==> src/salru_way_update.sv <==
`default_nettype none

// row entry layout, per way from the low end: {used, rank, tag}
module salru_way_update #(
    parameter int NUM_WAYS = 4,
    parameter int TAG_W    = 51,
    parameter int RANK_W   = 2,
    parameter int WAY_W    = 2
) (
    input  wire logic [NUM_WAYS*(TAG_W+RANK_W+1)-1:0] row,
    input  wire logic [TAG_W-1:0]                     req_tag,
    output logic                                      hit,
    output logic      [WAY_W-1:0]                     way,
    output logic      [NUM_WAYS*(TAG_W+RANK_W+1)-1:0] row_new
);

    localparam int ENT_W = TAG_W + RANK_W + 1;
    localparam logic [RANK_W-1:0] RANK_OLD = RANK_W'(NUM_WAYS - 1);

    logic [TAG_W-1:0]  tag_w   [NUM_WAYS];
    logic [RANK_W-1:0] rank_w  [NUM_WAYS];
    logic              used_w  [NUM_WAYS];
    logic [RANK_W-1:0] rank_n  [NUM_WAYS];
    logic              used_n  [NUM_WAYS];
    logic [TAG_W-1:0]  tag_n   [NUM_WAYS];

    logic              found;
    logic              free_found;
    logic [WAY_W-1:0]  hit_way;
    logic [WAY_W-1:0]  free_way;
    logic [WAY_W-1:0]  old_way;
    logic [WAY_W-1:0]  chosen;
    logic [RANK_W-1:0] hit_rank;

    always_comb
    begin
        for (int w = 0; w < NUM_WAYS; w++)
        begin
            tag_w[w]  = row[w*ENT_W +: TAG_W];
            rank_w[w] = row[w*ENT_W + TAG_W +: RANK_W];
            used_w[w] = row[w*ENT_W + TAG_W + RANK_W];
        end
    end

    // descending scans so the lowest matching way wins
    always_comb
    begin
        found      = 1'b0;
        free_found = 1'b0;
        hit_way    = '0;
        free_way   = '0;
        old_way    = '0;
        for (int w = NUM_WAYS - 1; w >= 0; w--)
        begin
            if (used_w[w] && (tag_w[w] == req_tag))
            begin
                found   = 1'b1;
                hit_way = WAY_W'(w);
            end
            if (!used_w[w])
            begin
                free_found = 1'b1;
                free_way   = WAY_W'(w);
            end
            if (rank_w[w] == RANK_OLD)
            begin
                old_way = WAY_W'(w);
            end
        end
    end

    always_comb
    begin
        priority if (found)
        begin
            chosen = hit_way;
        end
        else if (free_found)
        begin
            chosen = free_way;
        end
        else
        begin
            chosen = old_way;
        end
    end

    assign hit_rank = rank_w[hit_way];

    always_comb
    begin
        for (int w = 0; w < NUM_WAYS; w++)
        begin
            used_n[w] = used_w[w];
            tag_n[w]  = tag_w[w];
            rank_n[w] = rank_w[w];
            if (chosen == WAY_W'(w))
            begin
                rank_n[w] = '0;
                if (!found)
                begin
                    used_n[w] = 1'b1;
                    tag_n[w]  = req_tag;
                end
            end
            else if (found)
            begin
                if (used_w[w] && (rank_w[w] < hit_rank))
                begin
                    rank_n[w] = rank_w[w] + 1'b1;
                end
            end
            else
            begin
                if (used_w[w] && (rank_w[w] < RANK_OLD))
                begin
                    rank_n[w] = rank_w[w] + 1'b1;
                end
            end
        end
    end

    always_comb
    begin
        for (int w = 0; w < NUM_WAYS; w++)
        begin
            row_new[w*ENT_W +: ENT_W] = {used_n[w], rank_n[w], tag_n[w]};
        end
    end

    assign hit = found;
    assign way = chosen;

endmodule

`default_nettype wire

==> config.mk <==
export PLATFORM = sky130hd
export DESIGN_NAME = salru_way_update
export DESIGN_NICKNAME = d
export VERILOG_FILES = /design/src/salru_way_update.sv
export SDC_FILE = /design/constraint.sdc
export NUM_CORES = 1
export LEC_CHECK = 0
export ABC_AREA = 1
export BUFFER_PORTS_ARGS = -buffer_cell sky130_fd_sc_hd__buf_2
export CAP_MARGIN = 40
export CORE_AREA = 2 2 189 191
export DETAILED_ROUTE_END_ITERATION = 12
export DIE_AREA = 0 0 191 193
export PLACE_DENSITY = 0.52
export SLEW_MARGIN = 25
export SYNTH_ARGS = -nofsm -noshare
export SYNTH_HDL_FRONTEND = slang
export SYNTH_SLANG_ARGS = --single-unit
export TNS_END_PERCENT = 100
==> constraint.sdc <==
create_clock -name vclk -period 3
set_input_delay 0.15 -clock vclk [all_inputs]
set_output_delay 0.15 -clock vclk [all_outputs]
set_load 0.03 [all_outputs]
* After elaboration in Yosys (flattened, before gate mapping)
Cells that the tools add are included.
** Word-level totals
- Input bits :: 267
- Output and inout bits :: 219
- Flip-flop bits (word level) :: 0
** Operators by class
- Bitwise logic cells :: 1
- Magnitude comparators :: 9
- Reductions and logical operators :: 13
- Multiplexer cells :: 57
- Equality and inequality tests :: 11
- $add $sub $neg :: 4
** Operators with widths (count)
- $mux 51 :: 8
- $eq 51x51->1 :: 4
- $mux 2 :: 32
- $mux 1 :: 16
- $eq 2x2->1 const B :: 6
- $logic_and 1x1->1 :: 12
- $add 2x1->2 const B :: 4
- $lt 2x2->1 :: 4
- $lt 2x2->1 const B :: 4
- $bmux 2 s2 :: 1
- $ge 3x3->1 const B :: 1
- $not 2->3 :: 1
- $eq 2x1->1 const B :: 1
- $logic_not 2->1 :: 1

* Longest topological paths before layout
Gate-level depths: netlist of run 1.
- Word-level depth :: 15
- Mapped depth :: 23

* Least setup slack after synthesis of run 1
OpenSTA, ideal clock, no wires.
- Path type :: input to output
- Start point :: in req_tag[46]
- End point :: out row_new[100]
- Path slack :: 0.330 ns
- Arrival time :: 2.520 ns
- Stages on the path :: 15
- Required time :: 2.850 ns
- Cell sequence :: buf_2 -> xor2_1 -> nand2b_1 -> nor3_1 -> nand2_1 -> nor2_1 -> nand2_1 -> nand2_1 -> nor2_4 -> o221ai_4 -> nand2_4 -> inv_2 -> nand2_4 -> clkbuf_2 -> o21ai_0
** Between the ends
- Cells in the longest elaborated chain, start to end :: 9
- Elaborated cells between the ends (all ways) :: 20
- Classes of those cells :: eq/ne: 5; mux: 11; reduce/logical: 4
** RTL lines
- start: declaration :: line 11 : input wire logic [TAG_W-1:0] req_tag,
- $eq 51x51->1 :: line 55 : if (used_w[w] && (tag_w[w] == req_tag))
- $logic_and 1x1->1 :: line 55
- $mux 2 / $mux 1 (equally long branches) (4 in series) :: line 55
- $mux 2 * :: line 74 : priority if (found)
- via way[0] :: line 13 : output logic [WAY_W-1:0] way,
- $eq 2x1->1 * :: line 97 : if (chosen == WAY_W'(w))
- $mux 51 * :: line 97
- end: declaration :: line 14 : output logic [NUM_WAYS*(TAG_W+RANK_W+1)-1:0] row_new
Mark *: on every way through the listed nets, which the timed path passes. The rest lies on a longest branch.

* Final worst setup path of run 1
- Start point :: in req_tag[40]
- End point :: out row_new[19]
** Between the ends
- Cells in the longest elaborated chain, start to end :: 9
- Elaborated cells between the ends (all ways) :: 20
- Classes of those cells :: eq/ne: 4; mux: 11; reduce/logical: 5
** RTL lines (line)
- $eq 51x51->1 :: 55
- $logic_and 1x1->1 :: 55
- $mux 2 / $mux 1 (equally long branches) (4 in series) :: 55
- $mux 2 :: 74
- $logic_not 2->1 :: 97
- $mux 51 * :: 97
Every way passes the cells marked *; elsewhere a longest branch is shown, timed or not.

==> run summary, run 1 <==
- **Data arrival, critical path** 2.81 ns
- **leading cell type in the layout, fill and taps excluded** nand2_1
- **combinational fraction of design power** 100.0%
- **Required @ worst endpoint** 2.85 ns
- **Cells on Worst Hold Path** 4
- **Clk pwr share** 0%
- **Synth warnings** 0
- **final count of negative-setup-slack endpoints** 0
- **Synth Net Count** 1928
- **final hold slack** 0.679 ns
- **largest fanout of any net on the critical path** 30
- **placed wire-length estimate** 61300 um
- **flip-flop and latch count** 0
- **antenna violations before repair** 4
- **iteration count of the initial detailed-routing pass** 5
- **summed instance area of the synthesized netlist** 7500 sq um
- **commonest cells after routing, fill and taps aside** nand2_1 (675), buf_2 (441), buf_4 (244)
- **filler cell count** 4167
- **Max IR drop VDD** 0.000115 V
- **sort of element at the end of the critical path** output pin
- **residual antenna-violating net count after detailed routing** 0
- **layout overhead on the synthesized area** 72.2%
- **CP Launch Type** input port
- **switching power** 0.00200 W
- **P per Cell Area** 234 nW/um^2
- **1st-iter DRT viols** 1228
- **sequential power share** 0%
- **hold violation total from the final report** 0
- **aggregate negative setup slack** 0 ns
- **average instance area after synthesis** 4.53 sq um
- **global-route wire length before repair** 94300 um
- **vertical die dimension** 193 um
- **final routed DRC violation total** 0
- **via count of the first global-routing pass** 13800
- **Synth top area share** 35.1%
- **Cells after Synth** 1657
- **number of placed cells counting well taps** 2779
- **worst min path class** in -> out
- **total of hold buffers inserted after clock tree synthesis** 0
- **total grt overflow** 0
- **run status** finished, final reports clean
- **setup repair after global routing missed its margin** yes
- **post-detailed-route wirelength per cell** 24.9 um
- **post-layout minimum cycle time** 2.96 ns
- **global-route usage over all layers** 35.7%
- **Die Footprint** 36900 sq um
- **CORE AREA** 35000 sq um
- **crit path kind** in -> out
- **# rows** 69
- **I/O pin count** 486
- **effective utilization at floorplan** 21.5%
- **final RePlAce weighted congestion** 1.06
- **FF/Latch Area** 0 sq um
- **final worst-path cycle share** 98.7%
- **Achievable Freq** 338 MHz
- **highest metal layer with signal wires** met4
- **Tot Pwr** 0.00302 W
- **via density per instance** 5.10
- **relative max-transition margin** 68.4%
- **switching fraction of total power** 66.3%
- **final-report max-slew violation count** 0
- **sum of routed wire length over all layers** 69400 um
- **post-route insts no fill** 2789
- **M1 wire length** 29100 um
- **detailed-route via count** 14200
- **Slew @ Worst Pin** 0.471 ns
- **fraction of layout instances using a drive strength above 1** 36.9%
- **cell types with the largest area share after synthesis** nand2_1 (35%), o22ai_1 (13%), inv_1 (12%)
- **number of clock buffers in the layout** 0
- **met2 wirelength from detailed routing** 32300 um
- **cell-internal power** 0.00102 W
- **net total in the final layout** 2597
- **quantity of I/O buffers inserted on ports** 486
- **largest net degree at the start of global routing** 37
- **number of max-capacitance violations reported** 0
- **core occupancy in the finished layout** 37.0%
- **Horiz. Die Dim** 191 um
- **amount of wire on met3 after detailed routing** 5350 um
- **number of distinct standard cells referenced by the synthesized netlist** 36
- **leakage power of the design** 7.71 nW
- **sequential cell area fraction in the yosys report** 0%
- **library cell occupying the most area in the post-synthesis netlist** nand2_1
-- kinds of logic (layout without fill, tap and decap cells) --
group	count (synthesis)	in the layout	synth area share (%)
and+or+nand+nor	1007	1007	54.4
buffers and inverters	320	987	17.1
AOI/OAI and AO/OA	266	266	20.8
xor gates and xnor gates	60	60	7.00
adders and majority gates	4	4	0.667
other	0	4	0
-- through the flow --
| step | instance area (sq um) | worst slack [ns] |
|---|---|---|
| finish | 12900 | 0.0404 |
| global route | 12900 | -0.0176 |
| floorplan | 7500 | 0.330 |
| global placement | 12300 | -0.209 |
| detailed placement | 12300 | -0.231 |
| CTS | 12300 | 0.00192 |
-- power by group through the flow --
stage	clock [W]	combinational, W	sequential (W)
2_1_floorplan	0	0.00146	0
3_3_place_gp	0	0.00288	0
3_5_place_dp	0	0.00286	0
4_1_cts	0	0.00288	0
5_1_grt	0.0000000000894	0.00317	0
6_report	0.000000000147	0.00302	0
-- path summary, 6_finish.rpt --
path                          end  slack [ns]   startpoint
worst max-delay path  row_new[19]        0.04  req_tag[40]
worst min-delay path  row_new[78]        0.68      row[78]
-- cells in the mapped netlist (all sizes together) (2+ instances only) --
cell type / instances
xor2: 17
buf: 52
a21oi: 19
nand2: 706
nand3b: 11
nor3: 14
nand4: 40
nand3: 57
clkbuf: 12
ha: 4
nor2: 176
a32oi: 2
xnor2: 43
o22ai: 154
inv: 255
o21ai: 87
-- per-layer routing --
| layer | vias to the layer above | global-route usage (%) |
|---|---|---|
| met3 | 124 | 3.89 |
| met5 | - | 0 |
| li1 | 6612 | - |
| met1 | 6664 | 46.2 |
| met2 | 826 | 61.6 |
| met4 | 0 | 11.9 |
-- timing repair --
| action | CTS | global route |
|---|---|---|
| gates resized for setup | 11 | 167 |
| cloned | 0 | 1 |
| setup endpoints to repair | 108 | 215 |
| pin swaps | 0 | 17 |
| setup buffers | 0 | 5 |
-- final cells by class --
class | instances | area (sq um) | share of cell area (%)
inverter | 256 | 972 | 7.52
tap | 461 | 577 | 4.46
multi-input combinational | 1337 | 6600 | 51.1
antenna | 4 | 10.0 | 0.0775
timing repair buffer | 731 | 4760 | 36.8
-- worst max-delay path: stages --
cell	delay [ns]
buf_2	0.15
xnor2_1	0.30
buf_4	0.19
nand3_1	0.08
nor2_1	0.15
nand3_1	0.19
nor2_1	0.14
nand2_1	0.10
nand2_1	0.11
nor2_4	0.06
inv_2	0.07
nand2_2	0.06
nand2_4	0.08
buf_4	0.13
nand2_2	0.09
buf_12	0.17
o21ai_0	0.27
buf_2	0.25
Power figures use the tool's default switching activity.
==> inputs of run 2 (changes only) <==
Clock period 3 ns to 3.3 ns, I/O delays scaled along.
==> run 2 against run 1 <==
- cell area fell by 13%
- core utilization decreased by 5.0 points
- sequential cell count unchanged
- hold slack better by 0.024 ns
- largest cell class unchanged
==> run summary, run 2 (synthesis results as in run 1) <==
- **number of clock buffers in the layout** 0, unchanged
- **list of cells traversed by the critical path** buf_2 > xnor2_1 > nand2_1 > nor3_1 > nand3_1 > nor2_1 > nand2_1 > nand2_1 > nand2_1 > nand2_2 > nand2_4 > buf_4 > nand2_2 > buf_4 > o22ai_1 > buf_2
- **crit path kind** in -> out
- **layout overhead on the synthesized area** 49.0%
- **core occupancy in the finished layout** 32.0%, -5.0 points
- **Slew @ Worst Pin** 0.667 ns, +0.196 ns
- **CP Launch Type** input port
- **quantity of I/O buffers inserted on ports** 486, unchanged
- **antenna violations before repair** 6, +2
- **most frequent CP cell** nand2_1
- **delay contributed by the slowest stage of the critical path** 0.57 ns, +0.27 ns
- **post-route worst setup slack** 0.0962 ns, +0.0558 ns
- **Horiz. Die Dim** 191 um, unchanged
- **P per Cell Area** 224 nW/um^2, -4.3%
- **final RePlAce weighted congestion** 1.04, -1.5%
- **commonest cells after routing, fill and taps aside** nand2_1 (694), buf_2 (481), inv_1 (230)
- **Required @ worst endpoint** 3.13 ns, +0.28 ns
- **FF/Latch Area** 0 sq um, unchanged
- **leakage power of the design** 6.82 nW, -12%
- **flip-flop and latch count** 0, unchanged
- **global-route wire length before repair** 93400 um, -1.0%
- **detailed-route via count** 13800, -2.7%
- **Die Footprint** 36900 sq um, unchanged
- **Max stage delay cell, worst path** xnor2_1
- **final-report max-slew violation count** 0, unchanged
- **Max IR drop VDD** 0.0000985 V, -14%
- **I/O pin count** 486, unchanged
- **setup repair after global routing missed its margin** no
- **worst min path class** in -> out
- **effective utilization at floorplan** 21.5%, unchanged
- **final routed DRC violation total** 0, unchanged
- **leading cell type in the layout, fill and taps excluded** nand2_1
- **cell area reported after detailed placement** 11100 sq um, -10%
- **post-layout minimum cycle time** 3.20 ns
- **1st-iter DRT viols** 1322, +7.7%
- **category of cells accounting for the largest share of critical-path delay** simple AND/OR/NAND/NOR gates
- **global-route usage over all layers** 35.2%, -0.52 points
- **largest fanout of any net on the critical path** 28, -6.7%
- **total grt overflow** 0, unchanged
- **via count of the first global-routing pass** 13300, -3.4%
- **largest net degree at the start of global routing** 31, -16%
- **hold violation total from the final report** 0, unchanged
- **via density per instance** 5.26, +3.2%
- **setup repair bufs after CTS** 0, unchanged
- **sum of buffers and inverters on the critical path** 4, -2
- **sort of element at the end of the critical path** output pin
- **aggregate negative setup slack** 0 ns, unchanged
- **# rows** 69, unchanged
- **iteration count of the initial detailed-routing pass** 6, +1
- **run status** finished, final reports clean
- **net total in the final layout** 2436, -6.2%
- **Achievable Freq** 312 MHz
- **residual antenna-violating net count after detailed routing** 0, unchanged
- **post-detailed-route wirelength per cell** 25.9 um, +4.0%
- **fraction of layout instances using a drive strength above 1** 28.8%, -8.1 points
- **number of max-capacitance violations reported** 0, unchanged
- **vertical die dimension** 193 um, unchanged
- **Data arrival, critical path** 3.04 ns, +0.23 ns
- **relative max-transition margin** 55.2%, -13 points
- **sum of routed wire length over all layers** 68100 um, -1.9%
- **placed wire-length estimate** 59800 um, -2.5%
- **Tot Pwr** 0.00250 W, -17%
- **final worst-path cycle share** 97.1%
- **post-route design area** 11200 sq um, -13%
- **total of hold buffers inserted after clock tree synthesis** 0, unchanged
- **Place WS** -0.0379 ns, +0.193 ns
- **final count of negative-setup-slack endpoints** 0, unchanged
- **CORE AREA** 35000 sq um, unchanged
-- run 2: cell count changes in the layout (fill, tap and decap cells not counted), moves of 5 or more --
cell	delta
buf_12	-6
nor2_1	+17
o22ai_1	+17
nand3_1	+7
nand2_1	+19
nor2_2	-14
nand3_2	-7
buf_2	+40
buf_4	-177
clkbuf_4	-12
buf_6	-5
nand2_2	-15
o22ai_2	-17
-- run 2: power by group --
part | internal [W] | switching (W) | total [W]
Sequential | 0 | 0 | 0
Combinational | 0.000742 | 0.00176 | 0.00250
Clock | 0.000000000201 | 0 | 0.000000000201
-- run 2: layout make-up --
class / count / area, sq um
fill: 4269 / 23800
multi-input combinational: 1337 / 6280
timing repair buffer: 570 / 3340
inverter: 256 / 970
tap: 461 / 577
antenna: 5 / 12.5
-- run 2: layer usage --
layer  global-route usage (%)  wire, um  vias up
met2                     61.6     31900      910
met3                     3.71      5910      117
li1                         -         -     6312
met5                        0        18        -
met1                     46.3     28400     6498
met4                     8.08      1810        4
-- run 2: worst paths after layout --
kind | from | endpoint | depth (start not counted)
worst min-delay path | row[64] | row_new[64] | 4
worst max-delay path | req_tag[44] | row_new[133] | 16
-- run 2: per-stage QoR --
step                      cells  hold WS (ns)
after floorplan            1657         0.572
after global placement     2624         0.713
after detailed placement   2624         0.714
after CTS                  2624         0.715
after global routing       2626         0.736
final                      2629         0.703
-- run 2: worst min-delay path: cells and delay by family --
family                 cells  cell delay, ns
buffers and inverters      2            0.26
and+or+nand+nor            1            0.05
AOI/OAI and AO/OA          1            0.07
-- run 2: timing repair --
item                       CTS  global route
gates resized for setup      2            24
hold endpoints to repair     0             0
setup endpoints to repair    3           108
